$ cat src/rtl/ffsa_pkg.sv
// Shared constants, header word layout and memory request type of the scratch allocator.
package ffsa_pkg;

	localparam int unsigned POOL_BYTES  = 65536;
	localparam int unsigned HDR_BYTES   = 4;
	localparam int unsigned STORE_DEPTH = POOL_BYTES / 4;
	localparam int unsigned POOL_END    = STORE_DEPTH * 4;
	localparam int unsigned IDX_W       = $clog2(STORE_DEPTH);
	localparam int unsigned POS_W       = IDX_W + 2;
	localparam int unsigned SIZE_W      = 31;
	localparam int unsigned ASIZE_W     = 17;
	localparam int unsigned REQ_W       = ASIZE_W + 1;
	localparam int unsigned OFFS_W      = 16;

	localparam logic OP_ALLOC = 1'b0;
	localparam logic OP_FREE  = 1'b1;

	typedef enum logic [1:0] {
		ST_ALLOCATED = 2'd0,
		ST_NO_SPACE  = 2'd1,
		ST_FREED     = 2'd2,
		ST_NOT_FOUND = 2'd3
	} status_t;

	typedef struct packed {
		logic              is_free;
		logic [SIZE_W-1:0] size;
	} hdr_t;

	// whole pool as one free block
	localparam hdr_t HDR_RESET = '{is_free: 1'b1, size: SIZE_W'(POOL_END - HDR_BYTES)};

	typedef logic [IDX_W-1:0] idx_t;

	typedef struct packed {
		logic rd_en;
		idx_t rd_idx;
		logic wr_en;
		idx_t wr_idx;
		hdr_t wr_data;
	} mem_req_t;

endpackage

$ cat src/rtl/ffsa_req_if.sv
// Request channel: operation, allocate size and offset to free.
interface ffsa_req_if;
	import ffsa_pkg::*;

	logic               valid;
	logic               ready;
	logic               op;
	logic [ASIZE_W-1:0] alloc_size;
	logic [OFFS_W-1:0]  free_offset;

	modport source (output valid, output op, output alloc_size, output free_offset, input ready);
	modport sink (input valid, input op, input alloc_size, input free_offset, output ready);
endinterface

$ cat src/rtl/ffsa_rsp_if.sv
// Response channel: status and allocated payload offset.
interface ffsa_rsp_if;
	import ffsa_pkg::*;

	logic              valid;
	logic              ready;
	logic [1:0]        status;
	logic [OFFS_W-1:0] payload_offset;

	modport source (output valid, output status, output payload_offset, input ready);
	modport sink (input valid, input status, input payload_offset, output ready);
endinterface

$ cat src/rtl/ffsa_walker.sv
// Chain walker: follows the header chain, splits, marks and merges blocks, holds the response.
module ffsa_walker (
	input  logic               clk,
	input  logic               arst_n,
	ffsa_req_if.sink           req,
	ffsa_rsp_if.source         rsp,
	output ffsa_pkg::mem_req_t mem_req,
	input  ffsa_pkg::hdr_t     rd_data
);
	import ffsa_pkg::*;

	typedef enum logic [2:0] {
		S_IDLE,
		S_WALK,
		S_WR_SPLIT,
		S_WR_USED,
		S_MERGE,
		S_WR_FREE,
		S_RESULT
	} state_t;

	state_t            state_q;
	logic              op_q;
	logic [REQ_W-1:0]  req_size_q;
	logic [OFFS_W-1:0] target_q;
	logic [POS_W-1:0]  pos_q;
	logic [POS_W-1:0]  last_pos_q;
	logic [POS_W-1:0]  cur_pos_q;
	hdr_t              last_hdr_q;
	logic              have_last_q;
	logic [SIZE_W-1:0] cur_size_q;
	idx_t              split_idx_q;
	logic [SIZE_W-1:0] split_size_q;
	status_t           res_status_q;
	logic [OFFS_W-1:0] res_offset_q;
	logic              out_valid_q;
	status_t           out_status_q;
	logic [OFFS_W-1:0] out_offset_q;

	logic [REQ_W-1:0]  req_round;
	logic [31:0]       size_w;
	logic [31:0]       pos_plus;
	logic [31:0]       nxt_pos;
	logic [31:0]       split_pos;
	logic [31:0]       merged_size;
	logic [31:0]       final_size;
	logic              at_end;
	logic              fits;
	logic              split;
	logic              match;
	logic              merge_last;
	logic              hit;

	assign req_round   = (REQ_W'(req.alloc_size) + REQ_W'(3)) & ~REQ_W'(3);
	assign size_w      = 32'(rd_data.size);
	assign pos_plus    = 32'(pos_q) + 32'(HDR_BYTES);
	assign nxt_pos     = pos_plus + size_w;
	assign split_pos   = pos_plus + 32'(req_size_q);
	assign at_end      = nxt_pos >= 32'(POOL_END);
	assign fits        = rd_data.is_free && (size_w >= 32'(req_size_q));
	assign split       = size_w > (32'(req_size_q) + 32'(HDR_BYTES));
	assign match       = pos_plus == 32'(target_q);
	assign merge_last  = have_last_q && last_hdr_q.is_free;
	assign merged_size = merge_last ? (32'(last_hdr_q.size) + size_w + 32'(HDR_BYTES)) : size_w;
	assign final_size  = rd_data.is_free
		? (32'(cur_size_q) + size_w + 32'(HDR_BYTES)) : 32'(cur_size_q);
	assign hit         = (op_q == OP_ALLOC) ? fits : match;

	always_comb begin
		mem_req = '0;
		unique case (state_q)
			S_IDLE: begin
				mem_req.rd_en = req.valid;
			end
			S_WALK: begin
				// on a free match the successor is read for the merge
				mem_req.rd_en  = !at_end && !((op_q == OP_ALLOC) && fits);
				mem_req.rd_idx = nxt_pos[IDX_W+1:2];
			end
			S_WR_SPLIT: begin
				mem_req.wr_en   = 1'b1;
				mem_req.wr_idx  = split_idx_q;
				mem_req.wr_data = '{is_free: 1'b1, size: split_size_q};
			end
			S_WR_USED: begin
				mem_req.wr_en   = 1'b1;
				mem_req.wr_idx  = pos_q[POS_W-1:2];
				mem_req.wr_data = '{is_free: 1'b0, size: cur_size_q};
			end
			S_MERGE: begin
				mem_req.wr_en   = 1'b1;
				mem_req.wr_idx  = cur_pos_q[POS_W-1:2];
				mem_req.wr_data = '{is_free: 1'b1, size: final_size[SIZE_W-1:0]};
			end
			S_WR_FREE: begin
				mem_req.wr_en   = 1'b1;
				mem_req.wr_idx  = cur_pos_q[POS_W-1:2];
				mem_req.wr_data = '{is_free: 1'b1, size: cur_size_q};
			end
			S_RESULT: begin
				mem_req = '0;
			end
			default: begin
				mem_req = '0;
			end
		endcase
	end

	always_ff @(posedge clk or negedge arst_n) begin
		if (!arst_n) begin
			state_q      <= S_IDLE;
			op_q         <= OP_ALLOC;
			req_size_q   <= '0;
			target_q     <= '0;
			pos_q        <= '0;
			last_pos_q   <= '0;
			cur_pos_q    <= '0;
			last_hdr_q   <= '0;
			have_last_q  <= 1'b0;
			cur_size_q   <= '0;
			split_idx_q  <= '0;
			split_size_q <= '0;
			res_status_q <= ST_NO_SPACE;
			res_offset_q <= '0;
			out_valid_q  <= 1'b0;
			out_status_q <= ST_NO_SPACE;
			out_offset_q <= '0;
		end else begin
			if (rsp.ready && (state_q != S_RESULT)) begin
				out_valid_q <= 1'b0;
			end
			unique case (state_q)
				S_IDLE: begin
					if (req.valid) begin
						op_q        <= req.op;
						req_size_q  <= req_round;
						target_q    <= req.free_offset;
						pos_q       <= '0;
						have_last_q <= 1'b0;
						state_q     <= S_WALK;
					end
				end
				S_WALK: begin
					if (hit && (op_q == OP_ALLOC)) begin
						res_status_q <= ST_ALLOCATED;
						res_offset_q <= pos_plus[OFFS_W-1:0];
						if (split) begin
							split_idx_q  <= split_pos[IDX_W+1:2];
							split_size_q <= SIZE_W'(size_w - 32'(req_size_q) - 32'(HDR_BYTES));
							cur_size_q   <= SIZE_W'(req_size_q);
							state_q      <= S_WR_SPLIT;
						end else begin
							cur_size_q <= rd_data.size;
							state_q    <= S_WR_USED;
						end
					end else if (hit) begin
						res_status_q <= ST_FREED;
						res_offset_q <= '0;
						cur_pos_q    <= merge_last ? last_pos_q : pos_q;
						cur_size_q   <= merged_size[SIZE_W-1:0];
						state_q      <= at_end ? S_WR_FREE : S_MERGE;
					end else begin
						last_pos_q  <= pos_q;
						last_hdr_q  <= rd_data;
						have_last_q <= 1'b1;
						if (at_end) begin
							res_status_q <= (op_q == OP_ALLOC) ? ST_NO_SPACE : ST_NOT_FOUND;
							res_offset_q <= '0;
							state_q      <= S_RESULT;
						end else begin
							pos_q <= nxt_pos[POS_W-1:0];
						end
					end
				end
				S_WR_SPLIT: begin
					state_q <= S_WR_USED;
				end
				S_WR_USED, S_MERGE, S_WR_FREE: begin
					state_q <= S_RESULT;
				end
				S_RESULT: begin
					// hold until the output register is free
					if (!out_valid_q || rsp.ready) begin
						out_valid_q  <= 1'b1;
						out_status_q <= res_status_q;
						out_offset_q <= res_offset_q;
						state_q      <= S_IDLE;
					end
				end
				default: begin
					state_q <= S_IDLE;
				end
			endcase
		end
	end

	assign req.ready          = (state_q == S_IDLE);
	assign rsp.valid          = out_valid_q;
	assign rsp.status         = out_status_q;
	assign rsp.payload_offset = out_offset_q;

	a_no_rw_overlap: assert property (@(posedge clk) disable iff (!arst_n)
		!(mem_req.rd_en && mem_req.wr_en))
		else $error("header store read and written in the same cycle");

	a_accept_walks: assert property (@(posedge clk) disable iff (!arst_n)
		(req.valid && req.ready) |=> (state_q == S_WALK))
		else $error("accepted beat did not start a walk");

	a_offset_zero: assert property (@(posedge clk) disable iff (!arst_n)
		(out_valid_q && (out_status_q != ST_ALLOCATED)) |-> (out_offset_q == '0))
		else $error("non-zero offset on a beat that is not an allocation");

	a_result_waits: assert property (@(posedge clk) disable iff (!arst_n)
		((state_q == S_RESULT) && out_valid_q && !rsp.ready)
		|=> ((state_q == S_RESULT) && $stable(out_status_q) && $stable(out_offset_q)))
		else $error("pending response beat overwritten");
endmodule

$ cat src/flat_wrapper.sv
// flat-port wrapper written by rule: the top's interface ports become plain ports
module ffsa_walker_flat import ffsa_pkg::*;
  (clk, arst_n, mem_req, rd_data, req_valid, req_op, req_alloc_size, req_free_offset, req_ready, rsp_valid, rsp_status, rsp_payload_offset, rsp_ready);
  ffsa_req_if req_i ();
  ffsa_rsp_if rsp_i ();
  input  logic clk;
  input  logic arst_n;
  output ffsa_pkg::mem_req_t mem_req;
  input  ffsa_pkg::hdr_t rd_data;
  input wire logic [$bits(req_i.valid)-1:0] req_valid;
  input wire logic [$bits(req_i.op)-1:0] req_op;
  input wire logic [$bits(req_i.alloc_size)-1:0] req_alloc_size;
  input wire logic [$bits(req_i.free_offset)-1:0] req_free_offset;
  output wire logic [$bits(req_i.ready)-1:0] req_ready;
  output wire logic [$bits(rsp_i.valid)-1:0] rsp_valid;
  output wire logic [$bits(rsp_i.status)-1:0] rsp_status;
  output wire logic [$bits(rsp_i.payload_offset)-1:0] rsp_payload_offset;
  input wire logic [$bits(rsp_i.ready)-1:0] rsp_ready;
  assign req_i.valid = req_valid;
  assign req_i.op = req_op;
  assign req_i.alloc_size = req_alloc_size;
  assign req_i.free_offset = req_free_offset;
  assign req_ready = req_i.ready;
  assign rsp_valid = rsp_i.valid;
  assign rsp_status = rsp_i.status;
  assign rsp_payload_offset = rsp_i.payload_offset;
  assign rsp_i.ready = rsp_ready;
  ffsa_walker u_core (.clk(clk), .arst_n(arst_n), .req(req_i), .rsp(rsp_i), .mem_req(mem_req), .rd_data(rd_data));
endmodule
$ cat config.mk
export PLATFORM = sky130hd
export DESIGN_NAME = ffsa_walker_flat
export DESIGN_NICKNAME = d
export VERILOG_FILES = /design/src/rtl/ffsa_pkg.sv /design/src/rtl/ffsa_req_if.sv /design/src/rtl/ffsa_rsp_if.sv /design/src/rtl/ffsa_walker.sv /design/src/flat_wrapper.sv
export SDC_FILE = /design/constraint.sdc
export NUM_CORES = 1
export LEC_CHECK = 0
export ABC_CLOCK_PERIOD_IN_PS = 4400
export BUFFER_PORTS_ARGS = -buffer_cell sky130_fd_sc_hd__clkbuf_2
export CAP_MARGIN = 20
export CELL_PAD_IN_SITES_DETAIL_PLACEMENT = 1
export CELL_PAD_IN_SITES_GLOBAL_PLACEMENT = 1
export CORE_MARGIN = 2
export CORE_UTILIZATION = 36
export CTS_BUF_LIST = sky130_fd_sc_hd__clkbuf_8
export DETAILED_ROUTE_END_ITERATION = 10
export PLACE_DENSITY_LB_ADDON = 0.1
export SKIP_LAST_GASP = 1
export SYNTH_ARGS = -nofsm -noshare
export SYNTH_HDL_FRONTEND = slang
export SYNTH_SLANG_ARGS = --single-unit
$ cat constraint.sdc
create_clock -name clk -period 4.4 [get_ports clk]
set_clock_uncertainty 0.2 [all_clocks]
set_input_delay 0.44 -clock clk [delete_from_list [all_inputs] [get_ports clk]]
set_output_delay 0.44 -clock clk [all_outputs]
set_load 0.01 [all_outputs]
### Yosys cells after proc, flatten, opt, wreduce, memory -nomap -nowiden

Index checks and enable logic that the tools add are counted.

* add/subtract/negate cells: 11
* order comparisons: 3
* equal/unequal tests: 14
* multiplexer cells: 37
* bitwise logic cells: 3
* reductions and logical operators: 25

Operator list (number)
* case mux 47 bit (4 select lines): 1
* two-way mux 31 bit: 5
* two-way mux 16 bit: 8
* adder 31 x 3 -> 31 bit (second input constant): 2
* adder 31 bit: 2
* adder 17 x 31 -> 32 bit: 1
* >= comparator 32 x 17 -> 1 bit (second input constant): 1
* greater-than comparator 31 x 32 -> 1 bit: 1
* case mux 16 bit (2 select lines): 1
* >= comparator 31 x 18 -> 1 bit: 1
* subtractor 31 x 18 -> 31 bit: 1
* subtractor 31 x 3 -> 31 bit (second input constant): 1
* adder 18 x 3 -> 19 bit (second input constant): 1
* adder 17 x 2 -> 18 bit (second input constant): 1
* adder 16 x 3 -> 17 bit (second input constant): 1
* equality test 17 x 16 -> 1 bit: 1
* adder 16 bit: 1
* two-way mux 3 bit: 5
* case mux 3 bit (5 select lines): 1
* two-way mux 14 bit: 1
* AND reduction 3 bit: 4
* equality test 3 bit (second input constant): 3
* two-way mux 1 bit: 9
* two-way mux 2 bit: 4
* 18 further kinds: 36

* flip-flop bits (word level): 230
* output and inout port bits: 82
* logic and storage cells: 111

### Logic depth before layout (Yosys ltp)

* depth in word-level cells: 7
* mapped depth: 19

### Worst setup path before layout

No wires, ideal clock.

* path type: register to output
* start point: register u_core.pos_q[2]
* end point: output port mem_req[61] in the netlist's numbering
* arrival time: 3981 ps
* required time: 3760 ps
* setup slack: -221 ps
* stages on the path, launching flop included: 17
* buffers on the path: 1
* cell sequence: dfrtp_1 ha_1 nand3_1 nor3_2 and3_1 xor2_1 ha_1 clkbuf_1 and4_1 and2_1 a22o_1 a21oi_1 a211o_1 a31oi_1 nor4_1 nand3_2 o31ai_1

RTL lines
* start, declared: RTL line ffsa_walker.sv:26 `logic [POS_W-1:0] pos_q;`
* start signal, assigned: RTL line ffsa_walker.sv:171 `pos_q <= nxt_pos[POS_W-1:0];`
* end, declared: RTL line flat_wrapper.sv:8 `output ffsa_pkg::mem_req_t mem_req;`

==> impl_metrics.ini <==
[sta]
worst_pin_slew_ns = 1.00
fmax_ghz = 0.199
finalMaxSlewViolations = 0
rsz0062_at_grt = yes
setup_viol = 46
period_share = 1.14
hold_violations = 0
relSlewSlack = 0.330
finalSetupTns_ns = -20.54
fin_crit_ns = 5.02
fin_ws_ns = -0.621

[worst_setup_path]
worstPathCellList = buf_6 -> ha_4 -> nand3_4 -> nor3_4 -> and3_4 -> xor2_4 -> ha_4 -> and4_4 -> and2_4 -> a22o_1 -> a21oi_4 -> a211o_1 -> a31oi_4 -> nor4_4 -> nand3_4 -> o31ai_4 -> buf_2
critPathBufInv = 2
cp_slowest_cell = nor4_4
cp.arrival_ns = 4.38
critPathLaunchType = register
crit_type = reg2out
crit_path_max_fanout = 5
required_ns = 3.76
worstSetupEndpointType = output pin
cpLargestDelayFamily = simple AND/OR/NAND/NOR gates
cpPeakStageDelay_ns = 0.39

[run]
cap_violations = 0

[status]
outcome = finished with violations
failed_checks = negative setup slack

[clock_tree]
clockBufferDepth = 3
clk_latency_ns = 0.65
htree_levels = 2
cts_buffers = 45
cts_root_buf = clkbuf_8
clkTransAtPathRegs_ns = 0.07
tritoncts = done
cts_num_sinks = 226

[synthesis]
yosys_warnings = 0
ys.flop_type = dfrtp_1
syn-instance-count = 2161
syn_avg_cell_area_sq_um = 8.55
synth_edf_count = 0
async_flop_share = 1.00
syn-num-nets = 2450
synth_seq_cells = 226
seq_area_frac_synth = 0.306
synth.distinct_cells = 85
synthesis.area_sq_mm = 0.0185

[layout]
synthToLayoutAreaGrowth_pct = 33.2
nets = 2864
seqCellArea_sq_mm = 0.00566
drive_gt1_frac = 0.263
layout_common_cells = nand2_1, buf_4, dfrtp_1, ha_1, o21ai_0
multiInputGateArea_sq_mm = 0.0131
final_common_cell = nand2_1
fill_cells = 6010
fin_util = 0.483

[floorplan]
die_w_microns = 231
die_h_microns = 231
initial_utilization = 0.362
num_rows = 83
boundaryPins = 152
die_area_sq_mm = 0.0531
coreArea_sq_mm = 0.0510

[routing]
vias = 18000
detail-route-antenna-nets = 0
drt_iter0_markers = 884
drtPass1Iterations = 5
wire_per_inst_microns = 22.3
drc = 0
totalWireLength_microns = 73500
viasPerCell = 5.47

[pwr]
power_uw = 14500
vdd_ir_drop_max_mv = 0.330
p_per_area_mw_per_mm2 = 591
p_leak_uw = 0.0119

[placement]
place.gp.congestion = 0.898
hpwlAfterDp_microns = 56200
io_buffers = 151

[global_routing]
grt_first_pass_wirelength_microns = 112000
grt_pass1_vias = 19100
track_usage = 0.274
grt.overflow.total = 0
antenna_found_initial = 2
grt_max_degree = 91

[hold_path]
hold_path_class = in2reg
[stage by stage]
step | hold WS, ns | area [sq um] | setup slack (ns) | std cells
floorplan | -0.0556 | 18500 | 0.0469 | 2161
global placement | 0.262 | 21600 | -0.818 | 3134
detailed placement | 0.271 | 21600 | -0.846 | 3134
CTS | 0.00315 | 24000 | -0.626 | 3277
global route | 0.0379 | 24600 | -0.783 | 3293
finish | 0.0475 | 24600 | -0.621 | 3293
[where the power goes]
part           switching (uW)  leakage [uW]  internal (uW)
logic                    4920       0.00840           3620
registers                 654       0.00293           2800
clock network            1080      0.000591           1470
total                    6650        0.0119           7890
[cell families (layout without fill, tap and decap cells)]
kind of cell	count (synthesis)	after routing	synth area share
buf+inv	229	680	0.0491
mux	102	102	0.0580
other cells	0	1	0
simple gates	646	646	0.163
compound gates	583	583	0.198
fa+ha+maj	219	219	0.150
xor+xnor	156	156	0.0762
flops	226	226	0.306
[cell usage after synthesis (all sizes together), types with 7 or more instances]
cell,count,share of area
o21ai,205,0.057
nand4,30,0.010
and4,7,0.0033
o22ai,42,0.014
a21o,37,0.015
nand3,40,0.011
mux2,40,0.024
ha,215,0.15
xor2,59,0.028
xnor2,94,0.045
and2,13,0.0045
o21a,20,0.0081
buf,25,0.0077
o31ai,29,0.012
a22o,17,0.0081
a31oi,15,0.0051
nor2b,18,0.0061
dfrtp,224,0.30
and3,11,0.0037
inv,135,0.027
nand2,293,0.060
clkbuf,69,0.014
nor3,45,0.013
nand2b,23,0.0078
o21bai,13,0.0053
a211oi,16,0.0065
or2,7,0.0024
mux2i,62,0.034
or3,10,0.0034
nor2,115,0.024
nor4,20,0.0074
a22oi,15,0.0061
a21oi,114,0.031
[registers in the layout, indices dropped and copies added (netlist names), 16 cells and up]
| register | count |
|---|---|
| u_core.cur_size_q | 31 |
| u_core.last_hdr_q | 32 |
| u_core.pos_q | 16 |
| u_core.req_size_q | 16 |
| u_core.res_offset_q | 16 |
| u_core.rsp.payload_offset | 16 |
| u_core.split_size_q | 31 |
| u_core.target_q | 16 |
[tightest hold or removal path, cell delays in order]
cell	delay (ns)
clkbuf_2	0.10
buf_4	0.17
mux2_1	0.14
[cell type report]
type                       instances  area share
timing repair buffer             461       0.141
antenna                            1    0.000102
sequential                       226       0.230
clock buffer                      57      0.0319
inverter                         135      0.0206
clock inverter                    27      0.0108
multi-input combinational       1706       0.531
tap                              680      0.0346
[worst paths after layout]
check,start,slack [ns],cells after the start,to
worst max-delay path,u_core.pos_q[3]$_DFFE_PN0P_,-0.62,17,mem_req[61]
worst min-delay path,rd_data[0],0.05,3,u_core.last_hdr_q[0]$_DFFE_PN0P_
worst max register to register,u_core.pos_q[3]$_DFFE_PN0P_,-0.60,25,u_core.res_status_q[1]$_DFFE_PN0P_
worst min register to register,u_core.cur_pos_q[10]$_DFFE_PN0P_,0.28,2,u_core.cur_pos_q[10]$_DFFE_PN0P_
max in group asynchronous,arst_n,2.68,3,u_core.req_size_q[4]$_DFFE_PN0P_
min in group asynchronous,arst_n,0.20,2,u_core.split_size_q[25]$_DFFE_PN0P_
[repair_timing]
item | in CTS | in global routing
resized for setup | 145 | 116
pin swaps | 55 | 47
hold endpoints to repair | 120 | 0
setup buffers | 24 | 22
hold buffers | 38 | 0
gates cloned | 1 | 1
endpoints found under the setup margin | 76 | 116
[per-layer routing]
metal / part of all wire / global-route usage / vias up
met2: 0.48 / 0.459 / 367
met5: 0 / 0 / -
met1: 0.45 / 0.367 / 8969
met4: 0.032 / 0.0877 / 0
li1: - / - / 8543
met3: 0.036 / 0.0345 / 139
No activity file was read; power rests on OpenSTA's default activity.
